<file path="src/hdl/mtrwg_pkg.sv">
// shared constants, types and tempering function of the mt19937 generator
package mtrwg_pkg;

  localparam int unsigned STATE_WORDS  = 624;
  localparam int unsigned SHIFT_OFFSET = 397;
  localparam int unsigned WORD_W       = 32;
  localparam int unsigned IDX_W        = 10;

  localparam logic [WORD_W-1:0] TWIST_MATRIX = 32'h9908_b0df;
  localparam logic [WORD_W-1:0] HIGH_BIT     = 32'h8000_0000;
  localparam logic [WORD_W-1:0] LOW_BITS     = 32'h7fff_ffff;
  localparam logic [WORD_W-1:0] SEED_MULT    = 32'd1812433253;
  localparam logic [WORD_W-1:0] TEMPER_B     = 32'h9d2c_5680;
  localparam logic [WORD_W-1:0] TEMPER_C     = 32'hefc6_0000;
  localparam logic [WORD_W-1:0] DEFAULT_SEED = 32'd5489;

  localparam logic [IDX_W-1:0] SEED_IDX_FIRST = IDX_W'(1);
  localparam logic [IDX_W-1:0] SEED_IDX_LAST  = IDX_W'(STATE_WORDS - 1);

  typedef enum logic [2:0] {
    ST_IDLE = 3'b001,
    ST_SEED = 3'b010,
    ST_DRAW = 3'b100
  } state_e;

  typedef struct packed {
    logic              start;
    logic              step;
    logic [WORD_W-1:0] seed;
  } seed_ctrl_t;

  function automatic logic [WORD_W-1:0] temper(input logic [WORD_W-1:0] y_in);
    logic [WORD_W-1:0] y;
    y = y_in;
    y = y ^ (y >> 11);
    y = y ^ ((y << 7) & TEMPER_B);
    y = y ^ ((y << 15) & TEMPER_C);
    y = y ^ (y >> 18);
    return y;
  endfunction

endpackage

</file>
<file path="src/hdl/mtrwg_cell.sv">
// one state word of the shift line
module mtrwg_cell (
  input  logic                          clk_i,
  input  logic                          shift_i,
  input  logic [mtrwg_pkg::WORD_W-1:0]  word_i,
  output logic [mtrwg_pkg::WORD_W-1:0]  word_o
);

  logic [mtrwg_pkg::WORD_W-1:0] word_q;

  // payload only, undefined until seeded
  always_ff @(posedge clk_i) begin
    if (shift_i) begin
      word_q <= word_i;
    end
  end

  assign word_o = word_q;

endmodule

</file>
<file path="config.mk">
export PLATFORM = sky130hd
export DESIGN_NAME = mtrwg_cell
export DESIGN_NICKNAME = d
export VERILOG_FILES = /design/src/hdl/mtrwg_pkg.sv /design/src/hdl/mtrwg_cell.sv
export SDC_FILE = /design/constraint.sdc
export NUM_CORES = 1
export LEC_CHECK = 0
export BUFFER_PORTS_ARGS = -buffer_cell sky130_fd_sc_hd__buf_2
export CAP_MARGIN = 10
export CORE_ASPECT_RATIO = 0.6
export CORE_MARGIN = 5
export CORE_UTILIZATION = 30
export DETAILED_ROUTE_END_ITERATION = 10
export PLACE_DENSITY = 0.59
export SYNTH_ARGS = -nofsm -noshare
export SYNTH_HDL_FRONTEND = slang
export SYNTH_SLANG_ARGS = --single-unit
</file>
<file path="constraint.sdc">
create_clock -name clk_i -period 0.9 [get_ports clk_i]
set_input_delay 0.09 -clock clk_i [delete_from_list [all_inputs] [get_ports clk_i]]
set_output_delay 0.09 -clock clk_i [all_outputs]
set_load 0.1 [all_outputs]
</file>
==> out/results.txt <==
Run status: finished, violations left
Failing checks: negative setup slack
Compound-Gate Fraction of Synth Area: 0%
Multi-input gates: 0
CTS root buf: clkbuf_8
Initial DRC Count: 30
Max-slew violations: 0
Post-Place Worst Slack: 0.186 ns
Met2 usage: 26.3%
Die Wd: 83.1 um
Initial antenna violation count: 0
Max stage delay on crit path: 0.43 ns
Xor/xnor cell area share of the yosys netlist: 0%
RSZ-0062 raised after global routing: true
Rel. slew slack: 88.6%
Crit end category: primary output
Fill count: 191
CP top delay family: flip-flops
Yosys top cell by area: edfxtp_1
Avg Inst Size Synth: 30.0 um2
Max Cap Viol: 0
Syn Nets: 66
Crit path cell chain: buf_12
Slack of the critical path: -0.0887 ns
CP max-delay cell: edfxtp_1
Core area: 2970 um2
Largest net degree at the start of global routing: 33
Pre-antenna DRT Iters: 4
Area contributors post-synth: edfxtp_1 100%
Worst setup SP type: register
Inserted Clock Buffers: 5
Die height: 53.8 um
Total I/O pin count: 66
Max FFs per register: 32
Placed Instances: 140
Die area: 4470 um2
Clk slew on worst S/H paths: 0.06 ns
Total negative slack: -2.06 ns
Leak: 0.927 nW
Port-buffer cells: 65
Mux share of post-synthesis cell area: 0%
P&R area growth vs syn: 133%
Global route hottest layer: met2
Max Clk Rate: 1010 MHz
WP depth: 1
WL per Instance: 15.5 um
Reg area: 961 um2
Vias per Instance: 3.93
Synth warnings: 0
Grt met1 use: 12.7%
Post-Syn Area: 961 um2
Final setup violation count: 32
Antenna cells: 0
Num rows: 15
Area occupied by multi-input gates: 0 um2
Min-delay worst type: input port to register
Setup CP Type: register to primary output
Final hold vios: 0
PostCTS Resize Cnt: 0
GRT Util Overall: 13.3%
Tightest hold margin: 0.276 ns
CTS tree: done
CTS max path bufs: 2
Worst Path Max Fanout: 1
Peak supply drop: 0.00134 V
Share of cells above drive strength 1: 51.4%
Worst slew pin tran: 0.170 ns
GPL Wtd Cong: 0.670
Cell Pwr Density: 1970 nW/um2
Data arrival time of the worst path: 0.90 ns
Layout Nets: 171
Clock sinks: 32
Post-synthesis adder-cell area fraction: 0%
Synth top area share: 100%
GRT Residual Overflow: 0
Global-route wire length before repair: 4150 um
Routed wire length: 2780 um
Met3 usage: 4.13%
Distinct cells, synth: 1
Drc violations: 0
Register bit total from synthesis: 32
Final ANT Viol Nets: 0
Final cell count without fillers: 180
Hold path depth: 2
Period utilisation layout: 110%
Buf/Inv on CP: 1
Post-Synth Simple-Gate Area: 0%
Initial Utilization: 32.4%
Synthesized instance count: 32
Fin crit period: 0.989 ns
Htree depth: 2
Vias in the first global route: 801
Req. time, crit path: 0.81 ns
Vias: 708
Seq/Total Area, Yosys: 100%
==> power breakdown <==
part           switching [mW]  internal (mW)
combinational           0.955          0.570
clock                   0.470          0.537
sequential             0.0940           1.78
total                    1.52           2.89
==> cells by family after synthesis <==
| family | count (synthesis) |
|---|---|
| flip-flops | 32 |
==> layout by cell type (no fill, tap or decap), drive strengths merged <==
cell / netlist / layout
dlygate4sd3: 0 / 32
edfxtp: 32 / 32
buf: 0 / 66
clkbuf: 0 / 7
clkinv: 0 / 1
==> layout make-up <==
cell class            count  area share (%)
Tap cell                 42            2.35
Sequential cell          32            42.9
Clock buffer              7            3.41
Clock inverter            1           0.168
Timing Repair Buffer     98            51.2
==> repair_timing <==
item	in CTS	in global routing
setup endpoints to repair	32	32
endpoints found under the hold margin	28	4
setup buffers	0	0
hold buffers	28	4
==> through the flow <==
step | total power [mW] | instance area, um2 | utilization, %
floorplan | 2.68 | 961 | -
global placement | 3.31 | 1840 | 62.0
detailed placement | 3.33 | 1840 | 62.0
CTS | 4.42 | 2200 | 74.2
global route | 4.56 | 2240 | 75.5
finish | 4.41 | 2240 | 75.5
==> path summary, 6_finish.rpt <==
kind	startpoint	end	slack (ns)
setup / recovery	word_o[10]$_DFFE_PP_	word_o[10]	-0.09
hold / removal	shift_i	word_o[1]$_DFFE_PP_	0.28
==> routing by layer <==
metal | vias to the layer above | wire, um | share of wire, %
met2 | 25 | 1670 | 60
met5 | - | 0 | 0
met1 | 339 | 955 | 34
met4 | 0 | 77 | 2.8
met3 | 6 | 83 | 3.0
li1 | 338 | - | -
==> synthesized netlist by cell type <==
cell and number:
edfxtp_1 32
Note: power is estimated with default switching activity, not from simulation.
