--- src/hdl/mtrwg_pkg.sv ---
// shared constants, types and tempering function of the mt19937 generator
package mtrwg_pkg;

  localparam int unsigned STATE_WORDS  = 624;
  localparam int unsigned SHIFT_OFFSET = 397;
  localparam int unsigned WORD_W       = 32;
  localparam int unsigned IDX_W        = 10;

  localparam logic [WORD_W-1:0] TWIST_MATRIX = 32'h9908_b0df;
  localparam logic [WORD_W-1:0] HIGH_BIT     = 32'h8000_0000;
  localparam logic [WORD_W-1:0] LOW_BITS     = 32'h7fff_ffff;
  localparam logic [WORD_W-1:0] SEED_MULT    = 32'd1812433253;
  localparam logic [WORD_W-1:0] TEMPER_B     = 32'h9d2c_5680;
  localparam logic [WORD_W-1:0] TEMPER_C     = 32'hefc6_0000;
  localparam logic [WORD_W-1:0] DEFAULT_SEED = 32'd5489;

  localparam logic [IDX_W-1:0] SEED_IDX_FIRST = IDX_W'(1);
  localparam logic [IDX_W-1:0] SEED_IDX_LAST  = IDX_W'(STATE_WORDS - 1);

  typedef enum logic [2:0] {
    ST_IDLE = 3'b001,
    ST_SEED = 3'b010,
    ST_DRAW = 3'b100
  } state_e;

  typedef struct packed {
    logic              start;
    logic              step;
    logic [WORD_W-1:0] seed;
  } seed_ctrl_t;

  function automatic logic [WORD_W-1:0] temper(input logic [WORD_W-1:0] y_in);
    logic [WORD_W-1:0] y;
    y = y_in;
    y = y ^ (y >> 11);
    y = y ^ ((y << 7) & TEMPER_B);
    y = y ^ ((y << 15) & TEMPER_C);
    y = y ^ (y >> 18);
    return y;
  endfunction

endpackage

--- src/hdl/mtrwg_twist.sv ---
// twist of one state word from the current, next and far taps
module mtrwg_twist (
  input  logic [mtrwg_pkg::WORD_W-1:0] cur_i,
  input  logic [mtrwg_pkg::WORD_W-1:0] next_i,
  input  logic [mtrwg_pkg::WORD_W-1:0] far_i,
  output logic [mtrwg_pkg::WORD_W-1:0] word_o
);

  logic [mtrwg_pkg::WORD_W-1:0] y;
  logic [mtrwg_pkg::WORD_W-1:0] mix;

  assign y      = (cur_i & mtrwg_pkg::HIGH_BIT) | (next_i & mtrwg_pkg::LOW_BITS);
  assign mix    = y[0] ? mtrwg_pkg::TWIST_MATRIX : '0;
  assign word_o = far_i ^ (y >> 1) ^ mix;

endmodule

--- config.mk ---
export PLATFORM = sky130hd
export DESIGN_NAME = mtrwg_twist
export DESIGN_NICKNAME = d
export VERILOG_FILES = /design/src/hdl/mtrwg_pkg.sv /design/src/hdl/mtrwg_twist.sv
export SDC_FILE = /design/constraint.sdc
export NUM_CORES = 1
export LEC_CHECK = 0
export BUFFER_PORTS_ARGS = -buffer_cell sky130_fd_sc_hd__clkbuf_2
export CAP_MARGIN = 10
export CORE_ASPECT_RATIO = 0.75
export CORE_MARGIN = 8
export CORE_UTILIZATION = 23
export DETAILED_ROUTE_END_ITERATION = 16
export PLACE_DENSITY = 0.89
export SYNTH_ARGS = -nofsm -noshare
export SYNTH_HDL_FRONTEND = slang
export SYNTH_SLANG_ARGS = --single-unit
--- constraint.sdc ---
create_clock -name vclk -period 0.93
set_input_delay 0.1395 -clock vclk [all_inputs]
set_output_delay 0.1395 -clock vclk [all_outputs]
set_load 0.01 [all_outputs]
==> metrics.md <==
| Metric | Value |
|---|---|
| Wire per inst | `14.5 um` |
| DR iter-0 viols | `3` |
| Placed Area | `1040 um^2` |
| Ports | `128` |
| Failing checks | `negative setup slack` |
| Placed Cells | `154` |
| Ys Warns | `0` |
| Vias in the first global route | `689` |
| # diodes | `0` |
| CLK BUF | `0` |
| Final setup fails | `13` |
| CP required | `0.79 ns` |
| Power Density | `654 nW/um^2` |
| Yosys top cell area share | `0.411` |
| Startpoint Class | `primary input` |
| Sequential share of the synthesized area | `0` |
| Final Wtd Congestion | `0.768` |
| Syn Nets | `129` |
| Final #Nets | `232` |
| Slew headroom | `0.909` |
| Mean Syn Cell Area | `15.8 um^2` |
| Vias after detailed routing | `651` |
| Mapped Area | `520 um^2` |
| Core area | `2210 um^2` |
| Initial antenna violation count | `0` |
| Crit-path slowest cell | `xor3_4` |
| Util after Layout | `0.503` |
| Finished Layout Cells | `159` |
| Global-route wire length before repair | `3.28 mm` |
| Final Cell Area | `1110 um^2` |
| Period utilization | `1.10` |
| Leakage | `0.741 nW` |
| Setup ws final | `-0.0923 ns` |
| Commonest cells in the netlist | `18 x xor2_1, 9 x xor3_1, 5 x xor3_4, 1 x buf_6` |
| Synth top area cells | `xor3_1 41%, xor2_1 30%, xor3_4 26%` |
| Die width | `70.9 um` |
| Post-synth cell types | `4` |
| Setup crit end | `word_o[2]` |
| Die H | `57.2 um` |
| Peak supply drop | `0.277 mV` |
| RSZ-0062 raised after global routing | `yes` |
| Area growth, synth to finish | `114%` |
| Levels on crit path | `3` |
| Hold Crit Class | `in2out` |
| Status | `finished, violations left` |
| Post-DP HPWL | `2.14 mm` |
| Slew Viols, Final | `0` |
| DRC errors left | `0` |
| Max frequency | `978 MHz` |
| Cell count after synthesis | `33` |
| CP max stage delay | `0.48 ns` |
| Buffers & Inverters on Critical Path | `2` |
| Crit path kind | `in2out` |
| Final wirelength | `2.31 mm` |
| Min Tclk post-route | `1.02 ns` |
| CP Capture Type | `output pin` |
| Largest net degree at the start of global routing | `8` |
| Final hold vios | `0` |
| Least-Margin Pin Slew | `0.136 ns` |
| DIE AREA | `4060 um^2` |
| Area occupied by multi-input gates | `509 um^2` |
| # rows | `15` |
| CP startpoint | `next_i[0]` |
| GR Util All Layers | `0.0985` |
| Hold buffers post-CTS | `0` |
| Worst path top cell family by delay | `XOR/XNOR gates` |
| Worst-path fanout max | `6` |
| Number of I/O port buffers | `96` |
| Most numerous cell in the Yosys netlist | `xor2_1` |
| Seq Cell Count | `0` |
| DRT antenna net count | `0` |
| Starting density of the core | `0.235` |
| Crit path cell chain | `clkbuf_16 -> xor3_4 -> clkbuf_2` |
| DR pass1 iterations | `2` |
| Vias per cell | `4.09` |
| GR Overflow Total | `0` |
| Crit path DAT | `0.88 ns` |
| Layout cell share with drive strength beyond 1 | `0.799` |
| Fillers | `209` |
| Max_cap viols | `0` |
| Register Area | `0 um^2` |
| Largest area contributor in the netlist | `xor3_1` |
## worst min path at each step
| stage | start | to | slack [ns] | cells past startpoint |
|---|---|---|---|---|
| CTS | far_i[29] | word_o[29] | 0.53 | 3 |
| detailed placement | far_i[29] | word_o[29] | 0.53 | 3 |
| floorplan | far_i[10] | word_o[10] | 0.36 | 1 |
| finish | far_i[21] | word_o[21] | 0.53 | 3 |
| global route | far_i[5] | word_o[5] | 0.54 | 3 |
| global placement | far_i[25] | word_o[25] | 0.53 | 3 |
## what timing repair did
item                                    4_1_cts  5_1_grt
resized for setup                             4       10
setup buffers                                 3        2
endpoints found under the setup margin       14       13
pin swaps                                     9        2
## area by class of cell
cell class | count | share of cell area
repair buffers | 102 | 0.515
multi-input cells | 32 | 0.457
well taps | 25 | 0.0281
## kinds of logic (layout without fill, tap and decap cells)
| group | after synthesis | in the layout | share of synthesized area |
|---|---|---|---|
| xor gates and xnor gates | 32 | 32 | 0.978 |
| buffers and inverters | 1 | 102 | 0.0216 |
## layout by cell type (no fill, tap or decap)
cell	synthesis	routed
buf_2	0	7
xor3_1	9	9
xor2_1	18	18
xor3_4	5	5
clkbuf_2	0	88
buf_12	0	1
buf_4	0	1
buf_6	1	4
clkbuf_16	0	1
## routing by layer
metal	global-route usage	up-vias	part of all wire
met5	0	-	0
li1	-	314	-
met2	0.224	40	0.61
met1	0.0768	297	0.29
met3	0.0385	0	0.10
met4	0.00295	0	0
## stage by stage
stage          setup slack [ns]  hold WS (ns)  setup TNS, ns  power (mW)
6_report                -0.0923         0.532         -0.794       0.728
5_1_grt                  -0.115         0.542          -1.11       0.777
4_1_cts                  -0.101         0.535         -0.930       0.730
3_5_place_dp             -0.229         0.535          -2.75       0.707
3_3_place_gp             -0.181         0.532          -2.35       0.685
2_1_floorplan             0.103         0.355              0       0.353
## report_power, final
part           switching, mW  internal, mW  total (mW)
Combinational          0.285         0.443       0.728
Clock                      0             0           0
Sequential                 0             0           0
Note: power is estimated with default switching activity, not from simulation.
