**src/hdl/mtrwg_pkg.sv**
```systemverilog
// shared constants, types and tempering function of the mt19937 generator
package mtrwg_pkg;

  localparam int unsigned STATE_WORDS  = 624;
  localparam int unsigned SHIFT_OFFSET = 397;
  localparam int unsigned WORD_W       = 32;
  localparam int unsigned IDX_W        = 10;

  localparam logic [WORD_W-1:0] TWIST_MATRIX = 32'h9908_b0df;
  localparam logic [WORD_W-1:0] HIGH_BIT     = 32'h8000_0000;
  localparam logic [WORD_W-1:0] LOW_BITS     = 32'h7fff_ffff;
  localparam logic [WORD_W-1:0] SEED_MULT    = 32'd1812433253;
  localparam logic [WORD_W-1:0] TEMPER_B     = 32'h9d2c_5680;
  localparam logic [WORD_W-1:0] TEMPER_C     = 32'hefc6_0000;
  localparam logic [WORD_W-1:0] DEFAULT_SEED = 32'd5489;

  localparam logic [IDX_W-1:0] SEED_IDX_FIRST = IDX_W'(1);
  localparam logic [IDX_W-1:0] SEED_IDX_LAST  = IDX_W'(STATE_WORDS - 1);

  typedef enum logic [2:0] {
    ST_IDLE = 3'b001,
    ST_SEED = 3'b010,
    ST_DRAW = 3'b100
  } state_e;

  typedef struct packed {
    logic              start;
    logic              step;
    logic [WORD_W-1:0] seed;
  } seed_ctrl_t;

  function automatic logic [WORD_W-1:0] temper(input logic [WORD_W-1:0] y_in);
    logic [WORD_W-1:0] y;
    y = y_in;
    y = y ^ (y >> 11);
    y = y ^ ((y << 7) & TEMPER_B);
    y = y ^ ((y << 15) & TEMPER_C);
    y = y ^ (y >> 18);
    return y;
  endfunction

endpackage

```
**src/hdl/mtrwg_seeder.sv**
```systemverilog
// seed recurrence, one state word per cycle
module mtrwg_seeder (
  input  logic                          clk_i,
  input  logic                          rst_ni,
  input  mtrwg_pkg::seed_ctrl_t         ctrl_i,
  output logic [mtrwg_pkg::WORD_W-1:0]  word_o,
  output logic                          last_o
);

  logic [mtrwg_pkg::WORD_W-1:0] prev_q, prev_d;
  logic [mtrwg_pkg::IDX_W-1:0]  idx_q, idx_d;
  logic [mtrwg_pkg::WORD_W-1:0] mixed;
  logic [mtrwg_pkg::WORD_W-1:0] prod;

  assign mixed = prev_q ^ (prev_q >> 30);
  assign prod  = mixed * mtrwg_pkg::SEED_MULT;

  always_comb begin
    if (ctrl_i.start) begin
      word_o = ctrl_i.seed;
    end else begin
      word_o = prod + {{(mtrwg_pkg::WORD_W - mtrwg_pkg::IDX_W){1'b0}}, idx_q};
    end
  end

  assign last_o = (idx_q == mtrwg_pkg::SEED_IDX_LAST);

  always_comb begin
    prev_d = prev_q;
    idx_d  = idx_q;
    if (ctrl_i.start) begin
      prev_d = word_o;
      idx_d  = mtrwg_pkg::SEED_IDX_FIRST;
    end else if (ctrl_i.step) begin
      prev_d = word_o;
      idx_d  = idx_q + mtrwg_pkg::IDX_W'(1);
    end
  end

  always_ff @(posedge clk_i) begin
    prev_q <= prev_d;
  end

  always_ff @(posedge clk_i or negedge rst_ni) begin
    if (!rst_ni) begin
      idx_q <= '0;
    end else begin
      idx_q <= idx_d;
    end
  end

endmodule

```
**config.mk**
```make
export PLATFORM = sky130hd
export DESIGN_NAME = mtrwg_seeder
export DESIGN_NICKNAME = d
export VERILOG_FILES = /design/src/hdl/mtrwg_pkg.sv /design/src/hdl/mtrwg_seeder.sv
export SDC_FILE = /design/constraint.sdc
export NUM_CORES = 1
export LEC_CHECK = 0
export BUFFER_PORTS_ARGS = -buffer_cell sky130_fd_sc_hd__buf_4
export CAP_MARGIN = 20
export CORE_MARGIN = 2
export CORE_UTILIZATION = 36
export CTS_CLUSTER_SIZE = 16
export DETAILED_ROUTE_END_ITERATION = 10
export SYNTH_ARGS = -nofsm -noshare
export SYNTH_HDL_FRONTEND = slang
export SYNTH_SLANG_ARGS = --single-unit
```
**constraint.sdc**
```tcl
create_clock -name clk_i -period 16.2 [get_ports clk_i]
set_input_delay 2.43 -clock clk_i [delete_from_list [all_inputs] [get_ports clk_i]]
set_output_delay 2.43 -clock clk_i [all_outputs]
set_load 0.01 [all_outputs]
```
==> results of run 1 <==
-- worst min-delay path by stage --
stage               cells past startpoint  slack (ps)                 start                    to
global route                            2         640  idx_q[0]$_DFFE_PN0P_  idx_q[0]$_DFFE_PN0P_
finish                                  2         590  idx_q[0]$_DFFE_PN0P_  idx_q[0]$_DFFE_PN0P_
CTS                                     2         600  idx_q[0]$_DFFE_PN0P_  idx_q[0]$_DFFE_PN0P_
floorplan                               2         530  idx_q[5]$_DFFE_PN0P_  idx_q[5]$_DFFE_PN0P_
global placement                        2         580  idx_q[5]$_DFFE_PN0P_  idx_q[5]$_DFFE_PN0P_
detailed placement                      2         580  idx_q[0]$_DFFE_PN0P_  idx_q[0]$_DFFE_PN0P_
-- synth_stat cells (7+ instances only) --
master    count  area (sq um)
a21o_1       13          97.6
ha_1        238          2980
o21ai_0      27           135
inv_1       268          1010
nand2_1      35           131
xor2_1       15           131
nor2_1       22          82.6
clkbuf_1      7          26.3
dfrtp_1      10           250
fa_1        153          3060
nand3_1       9          45.0
a21oi_1      23           115
edfxtp_1     32           961
xnor2_1      48           420
-- registers in the layout, indices dropped and copies added (netlist names) --
register  flops
idx_q        10
prev_q       32
-- worst max-delay path: cells and delay by family (launching register included) --
kind,cells,cell delay (ps)
adder cells (fa/ha/maj),9,3360
buffers and inverters,6,580
AND/OR/NAND/NOR,2,540
AO/OA/AOI/OAI,6,1260
flip-flops,1,420
XOR/XNOR,3,1220
-- stage by stage --
stage	cells	setup slack, ps	hold slack (ps)
after global routing	1435	5620	635
after detailed placement	1427	6460	576
after floorplan	988	7450	531
final	1435	6090	594
after global placement	1427	6650	577
after CTS	1435	6100	597
-- final cells by class --
cell class	instances	share of cell area
repair buffers	69	0.0460
inverters	268	0.0893
well taps	378	0.0420
clock inverters	1	0.000555
clock buffers	7	0.0137
flip-flops and latches	42	0.108
multi-input cells	670	0.701
-- per-layer routing --
layer / part of all wire / GRT usage / vias to the layer above
met3: 0.051 / 0.0331 / 19
met5: 0 / 0 / -
met4: 0.016 / 0.0376 / 0
met2: 0.46 / 0.304 / 163
li1: - / - / 3301
met1: 0.48 / 0.269 / 3428
-- cells by family after synthesis --
| family | share of synthesized area |
|---|---|
| adder cells (fa/ha/maj) | 0.596 |
| buffers and inverters | 0.102 |
| flip-flops | 0.119 |
| XOR/XNOR | 0.0544 |
| multiplexers | 0.00864 |
| AO/OA/AOI/OAI | 0.0687 |
| AND/OR/NAND/NOR | 0.0510 |
==> metrics.md, run 1 <==
| Metric | Value |
|---|---|
| Skew final | 9.97 ps |
| WP data required | 13,770 ps |
| Dpl cell area | 11,100 sq um |
| Final hold viol count | 0 |
| Max clock buf depth | 2 |
| Worst-Skew Late Latency | 310 ps |
| Clock sink count | 42 |
| Outcome | finished, final reports clean |
| Arrival time worst endpoint | 7680 ps |
| Share of layout cells above drive strength 1 | 0.0908 |
| Drt total wl | 25,800 um |
| Ports | 69 |
| Mapped Nets | 1,415 |
| Async SR Flop Fraction | 0.238 |
| Largest net degree at the start of global routing | 80 |
| Crit-path slowest cell | xor2_1 |
| IO Port Bufs | 68 |
| Final setup vio count | 0 |
| Total GRT Usage | 0.189 |
| Layout filler cell count | 2,767 |
| FF/Latch Area | 1210 sq um |
| Reg-to-reg startpoint | prev_q[31]$_DFFE_PP_ |
| First-pass DRT Iterations | 5 |
| TritonCTS clock tree | yes |
| Cells on worst reg2reg path | 25 |
| Critical Path End Type | output pin |
| Post-Syn Area | 10,100 sq um |
| EDFF count, synth | 32 |
| RSZ-0062 raised after global routing | false |
| Cts hold-fix bufs | 0 |
| WL per Instance | 17.9 um |
| First-pass GRT wire length | 41,800 um |
| Die W | 172 um |
| Root Buffer | clkbuf_16 |
| Final GP Congestion | 0.884 |
| Crit path largest cell delay | 660 ps |
| Max-Cap Viols | 0 |
| Multi-input gate area in the final layout | 7890 sq um |
| CP Max Fanout | 8 |
| Register-to-register setup slack | 8730 ps |
| GRT overflow | 0 |
| Worst hold-check path type | register to register |
| Number of nets still failing antenna checks after routing | 0 |
| Setup TNS | 0 ps |
| Syn avg cell area | 10.3 sq um |
| Antenna violations before repair | 0 |
| Dpl hpwl | 21,500 um |
| DIE HEIGHT | 172 um |
| Post-route DRC | 0 |
| Diode count | 0 |
| Synthesis-to-layout area growth | 11.1% |
| Vias | 6,911 |
| CTS resizes | 0 |
| Sequential share of the synthesized area | 0.119 |
| Critical path endpoint | word_o[31] |
| Final Cycle Share | 0.624 |
| Slew margin rel. | 0.334 |
| #FFs+latches synth | 42 |
| TritonCTS Buffers | 5 |
| Minimum clock period | 10,110 ps |
| Total core area | 27,800 sq um |
| Number of global-route vias before repair | 7,667 |
| Maximum clock rate | 0.0989 GHz |
| Net count reported at finish | 1,483 |
| Worst Tran Pin Value | 999 ps |
| Design area | 11,300 sq um |
| Initial Util | 0.365 |
| Crit path launch | prev_q[31]$_DFFE_PP_ |
| Mapped Cells | 988 |
| Most frequent cells in the layout | inv_1 (268), ha_1 (238), fa_1 (153), buf_4 (69), xnor2_1 (48) |
| Worst setup SP type | register |
| Main flop type after synthesis | edfxtp_1 |
| Clock-pin slew on the worst setup and hold paths | 70 ps |
| Final Max Tran Viols | 0 |
| Std cell rows | 61 |
| Total setup buffers inserted after CTS | 0 |
| Average via count per standard cell | 4.82 |
| Detailed Route Iter0 Violations | 300 |
| Post-synth cell types | 56 |
| Commonest non-fill, non-tap cell in the layout | inv_1 |
| YS warnings | 0 |
| Fin util | 0.405 |
| R2R Path End | prev_q[31]$_DFFE_PP_ |
| Critical path class | register to output pin |
| H-tree levels | 2 |
| DIE AREA | 29,500 sq um |
Power of run 1 is not shown: default switching activity piles up to over one toggle a cycle in this logic, so the estimate is an artifact.
==> run 2, diff against run 1 <==
--- a/config.mk
+++ b/config.mk
@@ -5,6 +5,7 @@
 export SDC_FILE = /design/constraint.sdc
 export NUM_CORES = 1
 export LEC_CHECK = 0
+export ABC_AREA = 1
 export BUFFER_PORTS_ARGS = -buffer_cell sky130_fd_sc_hd__buf_4
 export CAP_MARGIN = 20
 export CORE_MARGIN = 2
==> constraint.sdc (replaced) <==
create_clock -name clk_i -period 9.4 [get_ports clk_i]
set_input_delay 1.41 -clock clk_i [delete_from_list [all_inputs] [get_ports clk_i]]
set_output_delay 1.41 -clock clk_i [all_outputs]
set_load 0.01 [all_outputs]
==> metrics.md, run 2 <==
| Metric | Value |
|---|---|
| WP data required | 7990 ps (was 13,770 ps) |
| CP Max Fanout | 5 (was 8) |
| Met2 track demand over resource | 0.356 (was 0.304) |
| Most flops, register | prev_q (unchanged) |
| Register-to-register setup slack | 2660 ps (was 8730 ps) |
| Worst Hold Endpoint | idx_q[1]$_DFFE_PN0P_ (was idx_q[0]$_DFFE_PN0P_) |
| Clock sink count | 42 (unchanged) |
| Final hold viol count | 0 (unchanged) |
| Max clock buf depth | 2 (unchanged) |
| Post-route DRC | 0 (unchanged) |
| Maximum clock rate | 0.120 GHz |
| Number of global-route vias before repair | 9,014 (was 7,667) |
| Average via count per standard cell | 4.83 (was 4.82) |
| Ports | 69 (unchanged) |
| Slew margin rel. | 0.469 (was 0.334) |
| Top post-synthesis cells by area | fa_1 (28%), ha_1 (28%), inv_1 (12%), edfxtp_1 (8.9%), nand2_1 (7.2%) (was fa_1 (30%), ha_1 (29%), inv_1 (9.9%), edfxtp_1 (9.5%), xnor2_1 (4.1%)) |
| DIE AREA | 31,300 sq um (was 29,500 sq um) |
| Worst-Skew Late Latency | 320 ps (was 310 ps) |
| Root Buffer | clkbuf_16 (unchanged) |
| #FFs+latches synth | 42 (unchanged) |
| Std cell rows | 63 (was 61) |
| Multi-input gate area in the final layout | 8250 sq um (was 7890 sq um) |
| Top post-synthesis cells by count | inv_1 (334), ha_1 (238), nand2_1 (206) (was inv_1 (268), ha_1 (238), fa_1 (153)) |
| Initial Util | 0.364 (was 0.365) |
| Outcome | finished, final reports clean (unchanged) |
| Final Cycle Share | 0.889 |
| Arrival time worst endpoint | 6950 ps (was 7680 ps) |
| Final Max Tran Viols | 0 (unchanged) |
| Total core area | 29,600 sq um (was 27,800 sq um) |
| Met3 usage | 0.0253 (was 0.0331) |
| Commonest non-fill, non-tap cell in the layout | inv_1 (unchanged) |
| Cells on worst reg2reg path | 24 (was 25) |
| Diode count | 0 (unchanged) |
| Async SR Flop Fraction | 0.238 (unchanged) |
| Max-Cap Viols | 0 (unchanged) |
| Post-synth top area share | 0.285 (was 0.302) |
| Clock-pin slew on the worst setup and hold paths | 80 ps (was 70 ps) |
| Setup TNS | 0 ps (unchanged) |
| Dpl cell area | 11,700 sq um (was 11,100 sq um) |
| Most frequent cells in the layout | inv_1 (334), ha_1 (238), nand2_1 (206), fa_1 (153), buf_4 (71) (was inv_1 (268), ha_1 (238), fa_1 (153), buf_4 (69), xnor2_1 (48)) |
| Post-Syn Area | 10,800 sq um (was 10,100 sq um) |
| Critical Path End Type | output pin (unchanged) |
| Critical path class | register to output pin (unchanged) |
| H-tree levels | 2 (unchanged) |
| DIE HEIGHT | 177 um (was 172 um) |
| Worst setup SP type | register (unchanged) |
| RSZ-0062 raised after global routing | false (unchanged) |
| Synthesis-to-layout area growth | 10.5% (was 11.1%) |
| Post-synth cell types | 40 (was 56) |
| Final GP Congestion | 0.916 (was 0.884) |
| R2R Path End | prev_q[22]$_DFFE_PP_ (was prev_q[31]$_DFFE_PP_) |
| Total GRT Usage | 0.205 (was 0.189) |
| EDFF count, synth | 32 (unchanged) |
| Total setup buffers inserted after CTS | 0 (unchanged) |
| Dpl hpwl | 25,400 um (was 21,500 um) |
| TritonCTS clock tree | yes (unchanged) |
| Hold path depth | 2 (unchanged) |
| Layer with the highest usage | met2 (unchanged) |
| Hold path startpoint | idx_q[1]$_DFFE_PN0P_ (was idx_q[0]$_DFFE_PN0P_) |
| Main flop type after synthesis | edfxtp_1 (unchanged) |
| Detailed Route Iter0 Violations | 443 (was 300) |
| Vias | 8,204 (was 6,911) |
| Reg-to-reg startpoint | prev_q[1]$_DFFE_PP_ (was prev_q[31]$_DFFE_PP_) |
| YS warnings | 0 (unchanged) |
| CTS resizes | 0 (unchanged) |
| Met1 GRT Util | 0.272 (was 0.269) |
| Share of layout cells above drive strength 1 | 0.0834 (was 0.0908) |
| Layout filler cell count | 3,045 (was 2,767) |
| IO Port Bufs | 68 (unchanged) |
| GRT overflow | 0 (unchanged) |
| Area leader, netlist | fa_1 (unchanged) |
| Mapped Cells | 1,236 (was 988) |
| Final Hold Slack | 553 ps (was 594 ps) |
| Worst hold-check path type | register to register (unchanged) |
| First-pass DRT Iterations | 4 (was 5) |
| Syn avg cell area | 8.70 sq um (was 10.3 sq um) |
| Biggest regs | prev_q (32), idx_q (10) (unchanged) |
| Largest net degree at the start of global routing | 46 (was 80) |
| Final setup vio count | 0 (unchanged) |
| Net count reported at finish | 1,733 (was 1,483) |
| FF/Latch Area | 1210 sq um (unchanged) |
| Most numerous cell in the Yosys netlist | inv_1 (unchanged) |
| Number of nets still failing antenna checks after routing | 0 (unchanged) |
| Skew final | 9.61 ps (was 9.97 ps) |
| Antenna violations before repair | 0 (unchanged) |
| Cts hold-fix bufs | 0 (unchanged) |
| Largest register FFs | 32 (unchanged) |
| Drt total wl | 29,800 um (was 25,800 um) |
| Mapped Nets | 1,663 (was 1,415) |
| First-pass GRT wire length | 48,400 um (was 41,800 um) |
| Minimum clock period | 8360 ps |
| Sequential share of the synthesized area | 0.113 (was 0.119) |
| Design area | 11,900 sq um (was 11,300 sq um) |
| TritonCTS Buffers | 5 (unchanged) |
| Worst Tran Pin Value | 796 ps (was 999 ps) |
| Die W | 177 um (was 172 um) |
| WL per Instance | 17.5 um (was 17.9 um) |
==> run 2: changes by cell type after synthesis, moves of 10 or more <==
| cell | change |
|---|---|
| nand2_1 | +171 |
| nand3_1 | +40 |
| xnor2_1 | -40 |
| xor2_1 | -10 |
| a21oi_1 | +11 |
| nor2_1 | +25 |
| a21o_1 | -10 |
| inv_1 | +66 |
| nand4_1 | +10 |
==> run 2: layout make-up <==
class,instances,area share
Timing Repair Buffer,71,0.0448
Inverter,337,0.106
Multi-Input combinational cell,849,0.694
Sequential cell,42,0.102
Tap cell,390,0.0410
Clock inverter,3,0.00179
Clock buffer,5,0.0105
==> run 2: cells by family after synthesis <==
logic type               Yosys count  share of synthesized area
adder cells (fa/ha/maj)          391                      0.562
buffers and inverters            345                      0.121
AND/OR/NAND/NOR                  352                      0.140
XOR/XNOR                          13                     0.0106
flip-flops                        42                      0.113
AO/OA/AOI/OAI                     93                     0.0541
==> run 2: metrics by stage <==
stage	setup WS, ps	utilization	instances
floorplan	2330	-	1236
global placement	1560	0.397	1689
detailed placement	1410	0.397	1689
CTS	1060	0.402	1697
global route	692	0.402	1697
finish	1040	0.402	1697
==> run 2: how the worst max path moves through the flow <==
stage                  to                  from  depth (start not counted)  slack, ps
2_1_floorplan  word_o[29]  prev_q[31]$_DFFE_PP_                         25       2330
3_3_place_gp   word_o[22]   prev_q[1]$_DFFE_PP_                         25       1560
3_5_place_dp   word_o[22]   prev_q[1]$_DFFE_PP_                         25       1410
4_1_cts        word_o[22]   prev_q[1]$_DFFE_PP_                         25       1060
5_1_grt        word_o[29]   prev_q[1]$_DFFE_PP_                         25        690
6_report       word_o[22]   prev_q[1]$_DFFE_PP_                         25       1040
==> run 2: critical path, cell delays in order, from the launching register on <==
cell	delay, ps
edfxtp_1	430
xnor2_1	530
xnor2_1	180
inv_1	180
ha_1	220
or2_2	290
ha_1	280
inv_1	50
fa_1	470
inv_1	40
ha_1	180
fa_1	460
fa_1	450
fa_1	510
inv_1	50
fa_1	480
inv_1	60
ha_1	330
a21oi_1	270
o21ai_0	190
o21bai_1	220
a21oi_1	120
nand2_1	120
xnor2_1	230
o21ai_1	110
buf_4	170
==> run 2: routing by layer <==
metal  share of wire  vias up
met5               0        -
met4           0.025        0
met3           0.038       38
met2            0.48      156
met1            0.45     4013
li1                -     3997
Power of run 2 is left out for the same reason.
==> run 3, diff against run 2 <==
--- a/config.mk
+++ b/config.mk
@@ -5,7 +5,6 @@
 export SDC_FILE = /design/constraint.sdc
 export NUM_CORES = 1
 export LEC_CHECK = 0
-export ABC_AREA = 1
 export BUFFER_PORTS_ARGS = -buffer_cell sky130_fd_sc_hd__buf_4
 export CAP_MARGIN = 20
 export CORE_MARGIN = 2
==> metrics.md, run 3 (synthesis results as in run 1) <==
| Metric | Value |
|---|---|
| Detailed Route Iter0 Violations | 196 (was 443) |
| GRT overflow | 0 (unchanged) |
| WL met1 | 11,700 um (was 13,500 um) |
| Total GRT Usage | 0.181 (was 0.205) |
| Synthesis-to-layout area growth | 11.2% (was 10.5%) |
| Root Buffer | clkbuf_16 (unchanged) |
| Setup slack at placement | 814 ps (was 1410 ps) |
| Most frequent cells in the layout | inv_1 (268), ha_1 (238), fa_1 (153), buf_4 (70), xnor2_1 (48) (was inv_1 (334), ha_1 (238), nand2_1 (206), fa_1 (153), buf_4 (71)) |
| WL per Instance | 17.3 um (was 17.5 um) |
| Critical path class | register to output pin (unchanged) |
| Layout filler cell count | 2,778 (was 3,045) |
| Net count reported at finish | 1,484 (was 1,733) |
| Outcome | finished, final reports clean (unchanged) |
| WP data required | 7990 ps (about the same) |
| TritonCTS clock tree | yes (unchanged) |
| Max clock buf depth | 2 (unchanged) |
| CP Max Fanout | 8 (was 5) |
| Final setup vio count | 0 (unchanged) |
| DIE AREA | 29,500 sq um (was 31,300 sq um) |
| Final Cycle Share | 0.958 (was 0.889) |
| Die W | 172 um (was 177 um) |
| Std cell rows | 61 (was 63) |
| Critical Path End Type | output pin (unchanged) |
| Worst hold-check path type | register to register (unchanged) |
| H-tree levels | 2 (unchanged) |
| Final GP Congestion | 0.828 (was 0.916) |
| Average via count per standard cell | 4.72 (was 4.83) |
| Largest register FFs | 32 (unchanged) |
| Routed wl met3 | 679 um (was 1140 um) |
| Placed Cells | 1,428 (was 1,689) |
| Vias | 6,778 (was 8,204) |
| Number of global-route vias before repair | 7,646 (was 9,014) |
| Total setup buffers inserted after CTS | 0 (unchanged) |
| Setup TNS | 0 ps (unchanged) |
| Biggest regs | prev_q (32), idx_q (10) (unchanged) |
| Largest net degree at the start of global routing | 80 (was 46) |
| Met2 wire len | 12,200 um (was 14,400 um) |
| Drt total wl | 24,800 um (was 29,800 um) |
| Clock sink count | 42 (unchanged) |
| Diode count | 0 (unchanged) |
| TritonCTS Buffers | 5 (unchanged) |
| Clock-pin slew on the worst setup and hold paths | 70 ps (was 80 ps) |
| Most flops, register | prev_q (unchanged) |
| Final Max Tran Viols | 0 (unchanged) |
| Post-route DRC | 0 (unchanged) |
| Maximum clock rate | 0.111 GHz (was 0.120 GHz) |
| First-pass DRT Iterations | 4 (unchanged) |
| Dpl cell area | 11,100 sq um (was 11,700 sq um) |
| Max-Cap Viols | 0 (unchanged) |
| Slew margin rel. | 0.366 (was 0.469) |
| Share of layout cells above drive strength 1 | 0.0926 (was 0.0834) |
| Total core area | 27,800 sq um (was 29,600 sq um) |
| Skew final | 18.7 ps (was 9.61 ps) |
| Antenna violations before repair | 1 (was 0) |
| DIE HEIGHT | 172 um (was 177 um) |
| Worst-Skew Late Latency | 320 ps (about the same) |
| Worst Tran Pin Value | 951 ps (was 796 ps) |
| Commonest non-fill, non-tap cell in the layout | inv_1 (unchanged) |
| Cts hold-fix bufs | 0 (unchanged) |
| Minimum clock period | 9000 ps (was 8360 ps) |
| Worst setup SP type | register (unchanged) |
| Arrival time worst endpoint | 7590 ps (was 6950 ps) |
| Final WS setup | 396 ps (was 1040 ps) |
| Dpl hpwl | 21,100 um (was 25,400 um) |
| IO Port Bufs | 68 (unchanged) |
| First-pass GRT wire length | 40,100 um (was 48,400 um) |
| Final hold viol count | 0 (unchanged) |
| Top Metal Used | met4 (unchanged) |
| Fin cells | 1,436 (was 1,697) |
| Ports | 69 (unchanged) |
| Initial Util | 0.365 (was 0.364) |
| RSZ-0062 raised after global routing | false (unchanged) |
| Number of nets still failing antenna checks after routing | 0 (unchanged) |
| Design area | 11,300 sq um (was 11,900 sq um) |
| CTS resizes | 0 (unchanged) |
-- run 3: cell types whose count changed in the layout (fill, tap and decap cells not counted), moves of 10 or more --
cell     previous run  this run
nand2_1           206        35
inv_1             334       268
nand3_1            49         9
xnor2_1             8        48
nor2_1             47        22
a21oi_1            34        23
a21o_1              3        13
nand4_1            12         2
xor2_1              5        15
-- run 3: critical path, stage by stage, from the launching register on --
cell and delay [ps]:
edfxtp_1 420, xor2_1 150, buf_4 200, inv_1 90, xnor2_1 260, ha_1 250
or2_2 290, ha_1 270, inv_1 50, fa_1 480, inv_1 50, ha_1 280
ha_1 290, fa_1 450, fa_1 490, inv_1 50, fa_1 470, inv_1 40
ha_1 360, and3_2 260, and3_1 250, and2_1 160, nand3_1 250, a21oi_1 180
nor3_1 660, nor4_1 120, nand3b_1 280, buf_4 200
-- run 3: routing by layer --
layer,up-vias,global-route usage
li1,3299,-
met5,-,0
met3,17,0.0253
met4,0,0.0278
met1,3383,0.239
met2,79,0.322
-- run 3: final cells by class --
cell class                 count  area, sq um  share of cell area
sequential                    42         1210               0.107
timing repair buffer          70          526              0.0466
clock inverter                 3         45.0             0.00399
multi-input combinational    670         7890               0.700
tap                          378          473              0.0419
inverter                     268         1010              0.0892
clock buffer                   5          125              0.0111
-- run 3: worst paths after layout --
check	from	cells after the start	end	slack, ps
setup reg to reg	prev_q[31]$_DFFE_PP_	26	prev_q[30]$_DFFE_PP_	2030
max in group asynchronous	rst_ni	1	idx_q[6]$_DFFE_PN0P_	8320
hold / removal	idx_q[5]$_DFFE_PN0P_	2	idx_q[5]$_DFFE_PN0P_	570
min in group asynchronous	rst_ni	1	idx_q[0]$_DFFE_PN0P_	930
hold reg to reg	idx_q[5]$_DFFE_PN0P_	2	idx_q[5]$_DFFE_PN0P_	570
setup / recovery	prev_q[31]$_DFFE_PP_	27	word_o[30]	400
-- run 3: stage by stage --
step	utilization	hold WS, ps
6_report	0.406	573
3_3_place_gp	0.400	556
4_1_cts	0.406	577
5_1_grt	0.406	633
2_1_floorplan	-	531
3_5_place_dp	0.400	559
Power of run 3 is left out for the same reason.
